[src/design/radical_inverse_generator_defines.svh]
// Assertion macros shared by the radical inverse generator.
// Every check is clocked on clock and switched off while reset is high.
`ifndef RADICAL_INVERSE_GENERATOR_DEFINES_SVH
`define RADICAL_INVERSE_GENERATOR_DEFINES_SVH

// The consequent must hold in the same cycle as the antecedent.
`define RIG_ASSERT_NOW(label, ante, cons, msg) \
   label: assert property (@(posedge clock) disable iff (reset) (ante) |-> (cons)) \
      else $error(msg);

// The consequent must hold in the cycle after the antecedent.
`define RIG_ASSERT_NEXT(label, ante, cons, msg) \
   label: assert property (@(posedge clock) disable iff (reset) (ante) |=> (cons)) \
      else $error(msg);

`endif

[src/design/rig_pkg.sv]
package rig_pkg;

   // Default widths of the index and of the result fraction.
   localparam int INDEX_BITS_DEF    = 31;
   localparam int FRACTION_BITS_DEF = 32;

   // The base is an 8-bit field; anything below two is treated as two.
   localparam int BASE_W   = 8;
   localparam int MIN_BASE = 2;

   // The digit divider consumes this many dividend bits per cycle.
   localparam int CHUNK_W = 8;

endpackage

[src/design/rig_digit_div.sv]
module rig_digit_div (
   input  logic [rig_pkg::BASE_W-1:0]  rem_in,
   input  logic [rig_pkg::CHUNK_W-1:0] bits_in,
   input  logic [rig_pkg::BASE_W-1:0]  base_in,
   output logic [rig_pkg::BASE_W-1:0]  rem_out,
   output logic [rig_pkg::CHUNK_W-1:0] quo_out
);
   import rig_pkg::*;

   // Restoring division of one chunk of the dividend by the base, most
   // significant bit first. The remainder always stays below the base.
   always_comb begin
      logic [BASE_W:0] part;
      part    = {1'b0, rem_in};
      quo_out = '0;
      for (int i = CHUNK_W - 1; i >= 0; i--) begin
         part = {part[BASE_W-1:0], bits_in[i]};
         if (part >= {1'b0, base_in}) begin
            part       = part - {1'b0, base_in};
            quo_out[i] = 1'b1;
         end
      end
      rem_out = part[BASE_W-1:0];
   end

endmodule

[src/design/radical_inverse_generator.sv]
// Each beat divides the index by the base in 8-bit chunks to take its digits, then scales
// the mirrored numerator into FRACTION_BITS result bits and moves them to the output.
// A new beat is taken only in idle, once the fraction is scaled and moved into the output
// register, even while that previous result still waits there to be taken.
// Reset is synchronous and active high; it empties the block and drops rsp_valid.
`include "radical_inverse_generator_defines.svh"

module radical_inverse_generator #(
   parameter int INDEX_BITS    = rig_pkg::INDEX_BITS_DEF,
   parameter int FRACTION_BITS = rig_pkg::FRACTION_BITS_DEF
) (
   input  logic                        clock,
   input  logic                        reset,
   input  logic                        req_valid,
   output logic                        req_ready,
   input  logic [INDEX_BITS-1:0]       req_index,
   input  logic [rig_pkg::BASE_W-1:0]  req_base,
   output logic                        rsp_valid,
   input  logic                        rsp_ready,
   output logic [FRACTION_BITS-1:0]    rsp_fraction
);
   import rig_pkg::*;

   localparam int CHUNKS   = (INDEX_BITS + CHUNK_W - 1) / CHUNK_W;
   localparam int PAD_W    = CHUNKS * CHUNK_W;
   localparam int CHUNK_IW = (CHUNKS > 1) ? $clog2(CHUNKS) : 1;
   localparam int ACC_W    = INDEX_BITS + BASE_W;
   localparam int FCNT_W   = $clog2(FRACTION_BITS);

   localparam logic [1:0] ST_IDLE   = 2'd0;
   localparam logic [1:0] ST_DIGIT  = 2'd1;
   localparam logic [1:0] ST_SCALE  = 2'd2;
   localparam logic [1:0] ST_FINISH = 2'd3;

   logic [1:0]               state_ff, state_in;
   logic [BASE_W-1:0]        base_ff, base_in;
   logic [PAD_W-1:0]         idx_ff, idx_in;
   logic [PAD_W-1:0]         quo_ff, quo_in;
   logic [BASE_W-1:0]        rem_ff, rem_in;
   logic [CHUNK_IW-1:0]      chunk_ff, chunk_in;
   logic                     start_ff, start_in;
   logic [ACC_W-1:0]         mir_ff, mir_in;
   logic [ACC_W-1:0]         pow_ff, pow_in;
   logic [FCNT_W-1:0]        bitcnt_ff, bitcnt_in;
   logic [FRACTION_BITS-1:0] frac_ff, frac_in;
   logic                     rsp_valid_ff, rsp_valid_in;
   logic [FRACTION_BITS-1:0] rsp_fraction_ff, rsp_fraction_in;

   logic [CHUNK_IW-1:0]      chunk_top, chunk_sel;
   logic [CHUNK_W-1:0]       chunk_bits;
   logic [BASE_W-1:0]        rem_cur, div_rem;
   logic [CHUNK_W-1:0]       div_quo;
   logic [PAD_W-1:0]         quo_next;
   logic [ACC_W+BASE_W-1:0]  mir_prod, pow_prod;
   logic [ACC_W-1:0]         mir_mac;
   logic [ACC_W:0]           scale_dbl, scale_diff;
   logic                     scale_ge;

   assign req_ready    = (state_ff == ST_IDLE);
   assign rsp_valid    = rsp_valid_ff;
   assign rsp_fraction = rsp_fraction_ff;

   // Pick the chunk to divide: the top non-zero chunk when a digit starts,
   // then the chunks below it in turn.
   always_comb begin
      chunk_top = '0;
      for (int c = 0; c < CHUNKS; c++) begin
         if (idx_ff[c*CHUNK_W +: CHUNK_W] != '0) begin
            chunk_top = CHUNK_IW'(c);
         end
      end
      chunk_sel  = start_ff ? chunk_top : chunk_ff;
      chunk_bits = '0;
      for (int c = 0; c < CHUNKS; c++) begin
         if (chunk_sel == CHUNK_IW'(c)) begin
            chunk_bits = idx_ff[c*CHUNK_W +: CHUNK_W];
         end
      end
      rem_cur = start_ff ? '0 : rem_ff;
   end

   rig_digit_div u_digit_div (
      .rem_in  (rem_cur),
      .bits_in (chunk_bits),
      .base_in (base_ff),
      .rem_out (div_rem),
      .quo_out (div_quo)
   );

   // Gather the quotient chunk by chunk.
   always_comb begin
      quo_next = start_ff ? '0 : quo_ff;
      for (int c = 0; c < CHUNKS; c++) begin
         if (chunk_sel == CHUNK_IW'(c)) begin
            quo_next[c*CHUNK_W +: CHUNK_W] = div_quo;
         end
      end
   end

   // Mirrored numerator and base power grow by one digit at the end of each division.
   assign mir_prod = mir_ff * base_ff;
   assign pow_prod = pow_ff * base_ff;
   assign mir_mac  = mir_prod[ACC_W-1:0] + ACC_W'(div_rem);

   // One bit of numerator * 2^FRACTION_BITS / power per cycle.
   assign scale_dbl  = {mir_ff, 1'b0};
   assign scale_diff = scale_dbl - {1'b0, pow_ff};
   assign scale_ge   = (scale_dbl >= {1'b0, pow_ff});

   // Sequencer.
   always_comb begin
      state_in        = state_ff;
      base_in         = base_ff;
      idx_in          = idx_ff;
      quo_in          = quo_ff;
      rem_in          = rem_ff;
      chunk_in        = chunk_ff;
      start_in        = start_ff;
      mir_in          = mir_ff;
      pow_in          = pow_ff;
      bitcnt_in       = bitcnt_ff;
      frac_in         = frac_ff;
      rsp_valid_in    = rsp_valid_ff;
      rsp_fraction_in = rsp_fraction_ff;

      if (rsp_valid_ff && rsp_ready) begin
         rsp_valid_in = 1'b0;
      end

      unique case (state_ff)
         ST_IDLE: begin
            if (req_valid) begin
               idx_in   = PAD_W'(req_index);
               base_in  = (req_base < BASE_W'(MIN_BASE)) ? BASE_W'(MIN_BASE) : req_base;
               mir_in   = '0;
               pow_in   = ACC_W'(1);
               start_in = 1'b1;
               state_in = ST_DIGIT;
            end
         end
         ST_DIGIT: begin
            if (start_ff && (idx_ff == '0)) begin
               bitcnt_in = FCNT_W'(FRACTION_BITS - 1);
               state_in  = ST_SCALE;
            end else begin
               start_in = 1'b0;
               rem_in   = div_rem;
               quo_in   = quo_next;
               chunk_in = chunk_sel - 1'b1;
               if (chunk_sel == '0) begin
                  idx_in   = quo_next;
                  mir_in   = mir_mac;
                  pow_in   = pow_prod[ACC_W-1:0];
                  start_in = 1'b1;
               end
            end
         end
         ST_SCALE: begin
            mir_in  = scale_ge ? scale_diff[ACC_W-1:0] : scale_dbl[ACC_W-1:0];
            frac_in = {frac_ff[FRACTION_BITS-2:0], scale_ge};
            if (bitcnt_ff == '0) begin
               state_in = ST_FINISH;
            end else begin
               bitcnt_in = bitcnt_ff - 1'b1;
            end
         end
         ST_FINISH: begin
            if (!rsp_valid_ff || rsp_ready) begin
               rsp_fraction_in = frac_ff;
               rsp_valid_in    = 1'b1;
               state_in        = ST_IDLE;
            end
         end
         default: begin
            state_in = ST_IDLE;
         end
      endcase
   end

   // Control registers.
   always_ff @(posedge clock) begin
      if (reset) begin
         state_ff     <= ST_IDLE;
         rsp_valid_ff <= 1'b0;
      end else begin
         state_ff     <= state_in;
         rsp_valid_ff <= rsp_valid_in;
      end
   end

   // Datapath registers.
   always_ff @(posedge clock) begin
      base_ff         <= base_in;
      idx_ff          <= idx_in;
      quo_ff          <= quo_in;
      rem_ff          <= rem_in;
      chunk_ff        <= chunk_in;
      start_ff        <= start_in;
      mir_ff          <= mir_in;
      pow_ff          <= pow_in;
      bitcnt_ff       <= bitcnt_in;
      frac_ff         <= frac_in;
      rsp_fraction_ff <= rsp_fraction_in;
   end

   // Checks on the sequencer and the datapath invariants.
   `RIG_ASSERT_NEXT(a_accept_starts, req_valid && req_ready, state_ff == ST_DIGIT,
      "accepted beat did not start digit extraction")
   `RIG_ASSERT_NOW(a_base_floor, state_ff != ST_IDLE, base_ff >= BASE_W'(MIN_BASE),
      "working base below two")
   `RIG_ASSERT_NOW(a_pow_nonzero, state_ff != ST_IDLE, pow_ff != '0,
      "base power became zero")
   `RIG_ASSERT_NOW(a_scale_rem, state_ff == ST_SCALE, mir_ff < pow_ff,
      "scaling remainder not below the base power")
   `RIG_ASSERT_NOW(a_digit_rem, (state_ff == ST_DIGIT) && !start_ff, rem_ff < base_ff,
      "digit remainder not below the base")

endmodule
[config.mk]
export PLATFORM = sky130hd
export DESIGN_NAME = radical_inverse_generator
export DESIGN_NICKNAME = d
export VERILOG_FILES = /design/src/design/rig_pkg.sv /design/src/design/rig_digit_div.sv /design/src/design/radical_inverse_generator.sv
export VERILOG_INCLUDE_DIRS = /design/src /design/src/design
export SDC_FILE = /design/constraint.sdc
export NUM_CORES = 2
export LEC_CHECK = 0
export ABC_AREA = 1
export BUFFER_PORTS_ARGS = -buffer_cell sky130_fd_sc_hd__buf_4
export CAP_MARGIN = 20
export CORE_ASPECT_RATIO = 1.4
export CORE_MARGIN = 3
export CORE_UTILIZATION = 60
export DETAILED_ROUTE_END_ITERATION = 8
export GPL_TIMING_DRIVEN = 1
export PLACE_DENSITY = 0.77
export SLEW_MARGIN = 25
export SYNTH_ARGS = -nofsm -noshare
export SYNTH_HDL_FRONTEND = slang
export SYNTH_HIERARCHICAL = 1
export SYNTH_SLANG_ARGS = --single-unit
[constraint.sdc]
create_clock -name clock -period 41.6 [get_ports clock]
set_input_delay 2.08 -clock clock [delete_from_list [all_inputs] [get_ports clock]]
set_output_delay 2.08 -clock clock [all_outputs]
set_load 0.05 [all_outputs]
# After elaboration in Yosys (flattened, before gate mapping)
# Index checks and enable logic that the tools add are counted.
dict set report totals {
  in_bits 43
  ff_bits 233
  out_inout_bits 34
}
dict set report op_classes {
  eq_ne 13
  n_mux 58
  magnitude_cmp 10
  bitwise 1
  multipliers 2
  n_reduce_logical 22
  addsub 12
}
# op n
set op_table {}
lappend op_table {{two-way mux 39 bit} 7}
lappend op_table {{two-way mux 8 bit} 17}
lappend op_table {{two-way mux 32 bit} 4}
lappend op_table {{one-hot mux 39 bit (3 select lines)} 1}
lappend op_table {{multiplier 39 x 8 -> 39 bit} 2}
lappend op_table {{one-hot mux 39 bit (2 select lines)} 1}
lappend op_table {{greater-or-equal comparator 9 x 8 -> 1 bit} 8}
lappend op_table {{one-hot mux 32 bit (2 select lines)} 1}
lappend op_table {{subtractor 8 bit} 8}
lappend op_table {{greater-or-equal comparator 40 x 39 -> 1 bit} 1}
lappend op_table {{adder 39 x 8 -> 39 bit} 1}
lappend op_table {{subtractor 39 bit} 1}
lappend op_table {{zero test 32 bit} 1}
lappend op_table {{nonzero test 8 bit} 3}
lappend op_table {{two-way mux 1 bit} 15}
lappend op_table {{two-way mux 2 bit} 7}
lappend op_table {{!= test 2 bit (second input constant)} 7}
lappend op_table {{AND reduction 4 bit} 3}
lappend op_table {{two-way mux 5 bit} 2}
lappend op_table {{one-hot mux 5 bit (2 select lines)} 1}
lappend op_table {{equality test 2 bit (second input constant)} 4}
lappend op_table {{< comparator 8 x 2 -> 1 bit (second input constant)} 1}
lappend op_table {{one-hot mux 2 bit (4 select lines)} 1}
lappend op_table {{AND reduction 2 bit} 3}
lappend op_table {{13 further kinds} 18}

# Logic depth before layout (Yosys ltp)
dict set report depth {
  ltp_word 30
  depth_mapped 139
  mapped_depth_nobuf 135
}

# Hierarchy
# The synthesis kept the hierarchy.
# mod area_each_um2 n_inst cells_per_inst
set by_module_without_submodules {}
lappend by_module_without_submodules {radical_inverse_generator 32429.9 1 4492}
lappend by_module_without_submodules {rig_digit_div 3893.7 1 643}

# Worst setup path before layout
# Ideal clock, no wire load.
dict set report synth_timing {
  path_type {register to register}
  start {reg start_ff}
  end {reg mir_ff[33], data pin}
  stages_incl_launch_ff 130
  required_time_ps 41330
  synth_period_minus_slack_ps 18368
  setup_ps 270
  path_slack_ps 23232
  arrival_ps 18098
  path_cell_list {edfxtp_1 clkbuf_1 a31oi_1 inv_1 ha_1 clkbuf_1 inv_1 clkbuf_1 nor2_1 o31ai_1 inv_1 ha_1 nand3_1 nor2_2 nor2_4 nand2_4 buf_6 nand2_1 [... 94 more ...] inv_1 fa_1 inv_1 fa_1 fa_1 inv_1 ha_1 a21oi_1 nand2_1 inv_1 o21ai_0 nand3_1 nand2_1 nand3_1 nand2_1 nand2_1 nand3_1 a21oi_1}
}
dict set report synth_between {
  elab_chain_len 26
  elab_cells_between_ends 38
  cone_classes {add/sub: 9; order compare: 8; eq/ne: 3; mux: 17; reduce/logical: 1}
}
# element line
set synth_rtl {}
lappend synth_rtl {{start, declared} radical_inverse_generator.sv:41} ;# logic start_ff, start_in;
lappend synth_rtl {{start signal, assigned} radical_inverse_generator.sv:198} ;# start_ff <= start_in;
lappend synth_rtl {{two-way mux 2 bit (*)} radical_inverse_generator.sv:72} ;# chunk_sel = start_ff ? chunk_top : chunk_ff;
lappend synth_rtl {{zero test 2 bit} radical_inverse_generator.sv:75} ;# if (chunk_sel == CHUNK_IW'(c)) begin
lappend synth_rtl {{two-way mux 8 bit (3 in a row)} radical_inverse_generator.sv:75}
lappend synth_rtl {{two-way mux 8 bit (*)} radical_inverse_generator.sv:75}
lappend synth_rtl {{via chunk_bits[7]} radical_inverse_generator.sv:50} ;# logic [CHUNK_W-1:0] chunk_bits;
lappend synth_rtl {{subtractor 8 bit or greater-or-equal comparator 9 x 8 -> 1 bit (tied branches)} {rig_digit_div.sv:19, rig_digit_div.sv:18}}
lappend synth_rtl {{two-way mux 8 bit (*)} rig_digit_div.sv:18} ;# if (part >= {1'b0, base_in}) begin
lappend synth_rtl {{subtractor 8 bit or greater-or-equal comparator 9 x 8 -> 1 bit (tied branches)} {rig_digit_div.sv:19, rig_digit_div.sv:18}}
lappend synth_rtl {{[... 11 more ...]} -}
lappend synth_rtl {{greater-or-equal comparator 9 x 8 -> 1 bit or subtractor 8 bit (tied branches)} {rig_digit_div.sv:18, rig_digit_div.sv:19}}
lappend synth_rtl {{two-way mux 8 bit (*)} rig_digit_div.sv:18}
lappend synth_rtl {{via div_rem[6]} radical_inverse_generator.sv:51} ;# logic [BASE_W-1:0] rem_cur, div_rem;
lappend synth_rtl {{adder 39 x 8 -> 39 bit (*)} radical_inverse_generator.sv:103} ;# assign mir_mac = mir_prod[ACC_W-1:0] + ACC_W'(div_rem);
lappend synth_rtl {{two-way mux 39 bit (*)} radical_inverse_generator.sv:150} ;# if (chunk_sel == '0) begin
lappend synth_rtl {{two-way mux 39 bit (*)} radical_inverse_generator.sv:142} ;# if (start_ff && (idx_ff == '0)) begin
lappend synth_rtl {{one-hot mux 39 bit (3 select lines) (*)} radical_inverse_generator.sv:130} ;# unique case (state_ff)
lappend synth_rtl {{via mir_in[33]} radical_inverse_generator.sv:42} ;# logic [ACC_W-1:0] mir_ff, mir_in;
lappend synth_rtl {{end signal, assigned} radical_inverse_generator.sv:199} ;# mir_ff <= mir_in;
lappend synth_rtl {{end, declared} radical_inverse_generator.sv:42}
# The timed path passes the listed nets; every way through them passes the cells marked *. The select of a mux whose other input is x is not followed.
# A chain may end at the register's enable or synchronous reset.

# Worst setup path after layout
dict set report layout_timing {
  start {reg idx_ff[8]}
  end {reg mir_ff[33], data pin}
}
dict set report layout_between {
  elab_chain_len 30
  elab_cells_between_ends 41
  cone_classes {add/sub: 9; order compare: 8; eq/ne: 3; mux: 19; reduce/logical: 2}
}
# element line
set layout_rtl {}
lappend layout_rtl {{start, declared} radical_inverse_generator.sv:37} ;# logic [PAD_W-1:0] idx_ff, idx_in;
lappend layout_rtl {{start signal, assigned} radical_inverse_generator.sv:194} ;# idx_ff <= idx_in;
lappend layout_rtl {{nonzero test 8 bit (*)} radical_inverse_generator.sv:68} ;# if (idx_ff[c*CHUNK_W +: CHUNK_W] != '0) begin
lappend layout_rtl {{two-way mux 1 bit (*)} radical_inverse_generator.sv:68}
lappend layout_rtl {{two-way mux 2 bit (*) (2 in a row)} radical_inverse_generator.sv:68}
lappend layout_rtl {{two-way mux 2 bit (*)} radical_inverse_generator.sv:72}
lappend layout_rtl {{zero test 2 bit} radical_inverse_generator.sv:75}
lappend layout_rtl {{two-way mux 8 bit (3 in a row)} radical_inverse_generator.sv:75}
lappend layout_rtl {{two-way mux 8 bit (*)} radical_inverse_generator.sv:75}
lappend layout_rtl {{via chunk_bits[7]} radical_inverse_generator.sv:50}
lappend layout_rtl {{[... 14 more ...]} -}
lappend layout_rtl {{greater-or-equal comparator 9 x 8 -> 1 bit or subtractor 8 bit (tied branches)} {rig_digit_div.sv:18, rig_digit_div.sv:19}}
lappend layout_rtl {{two-way mux 8 bit (*)} rig_digit_div.sv:18}
lappend layout_rtl {{via div_rem[6]} radical_inverse_generator.sv:51}
lappend layout_rtl {{adder 39 x 8 -> 39 bit (*)} radical_inverse_generator.sv:103}
lappend layout_rtl {{two-way mux 39 bit (*)} radical_inverse_generator.sv:150}
lappend layout_rtl {{two-way mux 39 bit (*)} radical_inverse_generator.sv:142}
lappend layout_rtl {{one-hot mux 39 bit (3 select lines) (*)} radical_inverse_generator.sv:130}
lappend layout_rtl {{via mir_in[33]} radical_inverse_generator.sv:42}
# Marked as above.

==> flow_metrics.py <==
metrics = {
    "min_path": {
        "hold_start": "frac_ff[31]",
        "min_path_cells": 0,
        "hp-class": "reg -> reg",
        "hold-path-endpoint": "rsp_fraction[31]",
    },
    "synth": {
        "synthTopCellsByArea": "fa_1, edfxtp_1, nand2_1",
        "ys_seq_elements": 233,
        "synthDistinctLibCells": 52,
        "synth_commonest_cells": "nand2_1, inv_1, fa_1, nor2_1, ha_1",
        "synth_fp_nets": 5827,
        "synth_top_cell_by_area": "fa_1",
        "synth-edff-count": 230,
        "yosysWarnings": 6,
        "postSynth.asyncResetShare_pct": 0,
        "yosysTopAreaCellShare_pct": 22.7,
        "synth_flop_cell": "edfxtp_1",
        "syn_area_um2": 36300,
        "yosys.cell_count.top_type": "nand2_1",
        "yosysSeqAreaShare_pct": 19.2,
        "avgSynthCellArea_um2": 7.07,
        "synth_cells": 5135,
    },
    "clock_network": {
        "cts_tree": "built",
        "cts_made_buffers": 28,
        "htreeDepth": 1,
        "root_buffer": "clkbuf_16",
        "cts.sinks": 233,
        "hold_buffers": 0,
        "cts_buffer_depth": 3,
        "ctsResizeCount": 0,
        "clk_latency_ns": 0.60,
        "clk_pin_slew_ns": 0.07,
        "cts_setup_buffers": 0,
    },
    "worst_setup_path": {
        "cp-end-kind": "register",
        "required_ns": 41.92,
        "cp_common_cell": "nand2_1",
        "critPathSlowestCell": "nor2_1",
        "rr_endpoint": "mir_ff[33]",
        "path_class": "reg -> reg",
        "r2r-start": "idx_ff[8]",
        "start_kind": "register",
        "max_stage_delay_ns": 0.56,
        "ff2ff_path_depth": 123,
        "arrival_ns": 21.62,
        "worstPathMaxFanout": 19,
        "rrSetupSlack_ns": 20.30,
    },
    "placed_design": {
        "place.gp.congestion": 1.01,
        "numPortBuffers": 76,
        "dp_hpwl_mm": 78.8,
    },
    "finish": {
        "final_nets": 5774,
        "final_layout_size_suffix_gt1_share_pct": 4.66,
        "diodes": 0,
        "syn_to_final_growth_pct": 5.53,
    },
    "timing": {
        "max_slew_margin_pct": 34.8,
        "setup_viol": 0,
        "setup_tns_ns": 0,
        "fmax_mhz": 47.0,
        "hold_viol": 0,
        "final.min_clock_period_ns": 21.30,
        "finalMaxSlewViolations": 0,
        "rsz0062_at_grt": "no",
        "tightest_slew_ns": 0.976,
        "skew_ns": 0.0375,
        "fin_crit_sh_pct": 51.2,
    },
    "routing": {
        "wl_mm": 99.2,
        "vias": 31900,
        "routedWlPerCell_um": 16.8,
        "detail-route-antenna-nets": 0,
        "drt_pre_antenna_iters": 6,
        "drt_iter0_drc": 2492,
        "viasPerCell": 5.39,
        "drcViolationCount": 0,
    },
    "global_route": {
        "grt_max_degree": 70,
        "grt_overflow": 0,
        "grt_pass1_wl_mm": 161,
        "grt_util_all_layers_pct": 31.1,
        "antenna_found_initial": 0,
        "grt_pass1_vias": 32200,
    },
    "floorplanning": {
        "die-area_um2": 63600,
        "rows": 106,
        "coreArea_um2": 59800,
        "start_util_pct": 60.7,
        "io_pins": 77,
        "die_width_um": 214,
        "chipHeight_um": 297,
    },
    "run": {
        "maxCapViolCount": 0,
    },
    "status": {
        "status": "complete, no violations",
    },
}
-- registers in the layout, summed over array words and instances, names as in the netlist --
register	cells
mir_ff	39
pow_ff	39
frac_ff	32
idx_ff	32
quo_ff	32
rsp_fraction	32
base_ff	8
rem_ff	8
bitcnt_ff	5
chunk_ff	2
state_ff	2
rsp_valid	1
start_ff	1
-- how the worst max path moves through the flow --
stage / to / start / cells after the start
final: mir_ff[33] / idx_ff[8] / 123
after global routing: mir_ff[33] / idx_ff[8] / 123
after CTS: mir_ff[33] / idx_ff[30] / 125
after detailed placement: mir_ff[33] / idx_ff[30] / 125
after global placement: mir_ff[33] / idx_ff[8] / 123
after floorplan: mir_ff[33] / start_ff / 129
-- layout make-up --
cell class | count | area, µm²
Multi-Input combinational cell | 3372 | 23600
Fill cell | 5391 | 21500
Sequential cell | 233 | 6970
Inverter | 1347 | 5060
Tap cell | 810 | 1010
Timing Repair Buffer | 100 | 783
Clock buffer | 34 | 733
Clock inverter | 17 | 219
-- kinds of logic (layout without fill, tap and decap cells) --
family | count (synthesis) | in the layout | share of synthesized area, %
AOI/OAI and AO/OA | 475 | 475 | 7.26
xor gates and xnor gates | 79 | 79 | 1.90
adders and majority gates | 649 | 649 | 30.9
buffers and inverters | 1530 | 1498 | 16.1
DFF | 233 | 233 | 19.2
and+or+nand+nor | 2169 | 2169 | 24.7
-- cells in the final DEF (no fill, tap or decap), drive strengths merged, types with 34 or more instances in the layout --
master / instances
nand2: 1495
inv: 1347
fa: 412
nor2: 342
ha: 237
a21oi: 233
edfxtp: 230
nand3: 228
o21ai: 153
buf: 100
xnor2: 40
xor2: 39
nand4: 37
clkbuf: 34
-- per-stage QoR --
stage / cells / hold WS (ns) / setup WS, ns / util (%) / area [µm²]
final: 5913 / 0.431 / 20.30 / 64.1 / 38300
after global routing: 5913 / 0.446 / 18.08 / 64.1 / 38300
after CTS: 5912 / 0.435 / 20.54 / 64.0 / 38300
after detailed placement: 5861 / 0.419 / 20.59 / 62.4 / 37400
after floorplan: 5135 / 0.400 / 23.23 / - / 36300
after global placement: 5860 / 0.407 / 21.10 / 62.4 / 37300
-- layer usage --
layer | routed length, µm | part of all wire (%) | GRT usage (%)
met1 | 38100 | 38 | 37.6
met2 | 50100 | 50 | 56.1
met3 | 6120 | 6.2 | 2.79
met4 | 4850 | 4.9 | 14.6
met5 | 0 | 0 | 0
-- worst max-delay path, delay by kind of cell (launching register included) --
kind                       cells  cell delay [ns]
buffers and inverters         18             2.04
and+or+nand+nor               52             6.32
adders and majority gates     14             5.29
AOI/OAI and AO/OA             39             6.92
DFF                            1             0.40
Power is left out: the tool's default activity adds up to more than one toggle a clock period on the data nets, which glitch-free logic cannot reach.
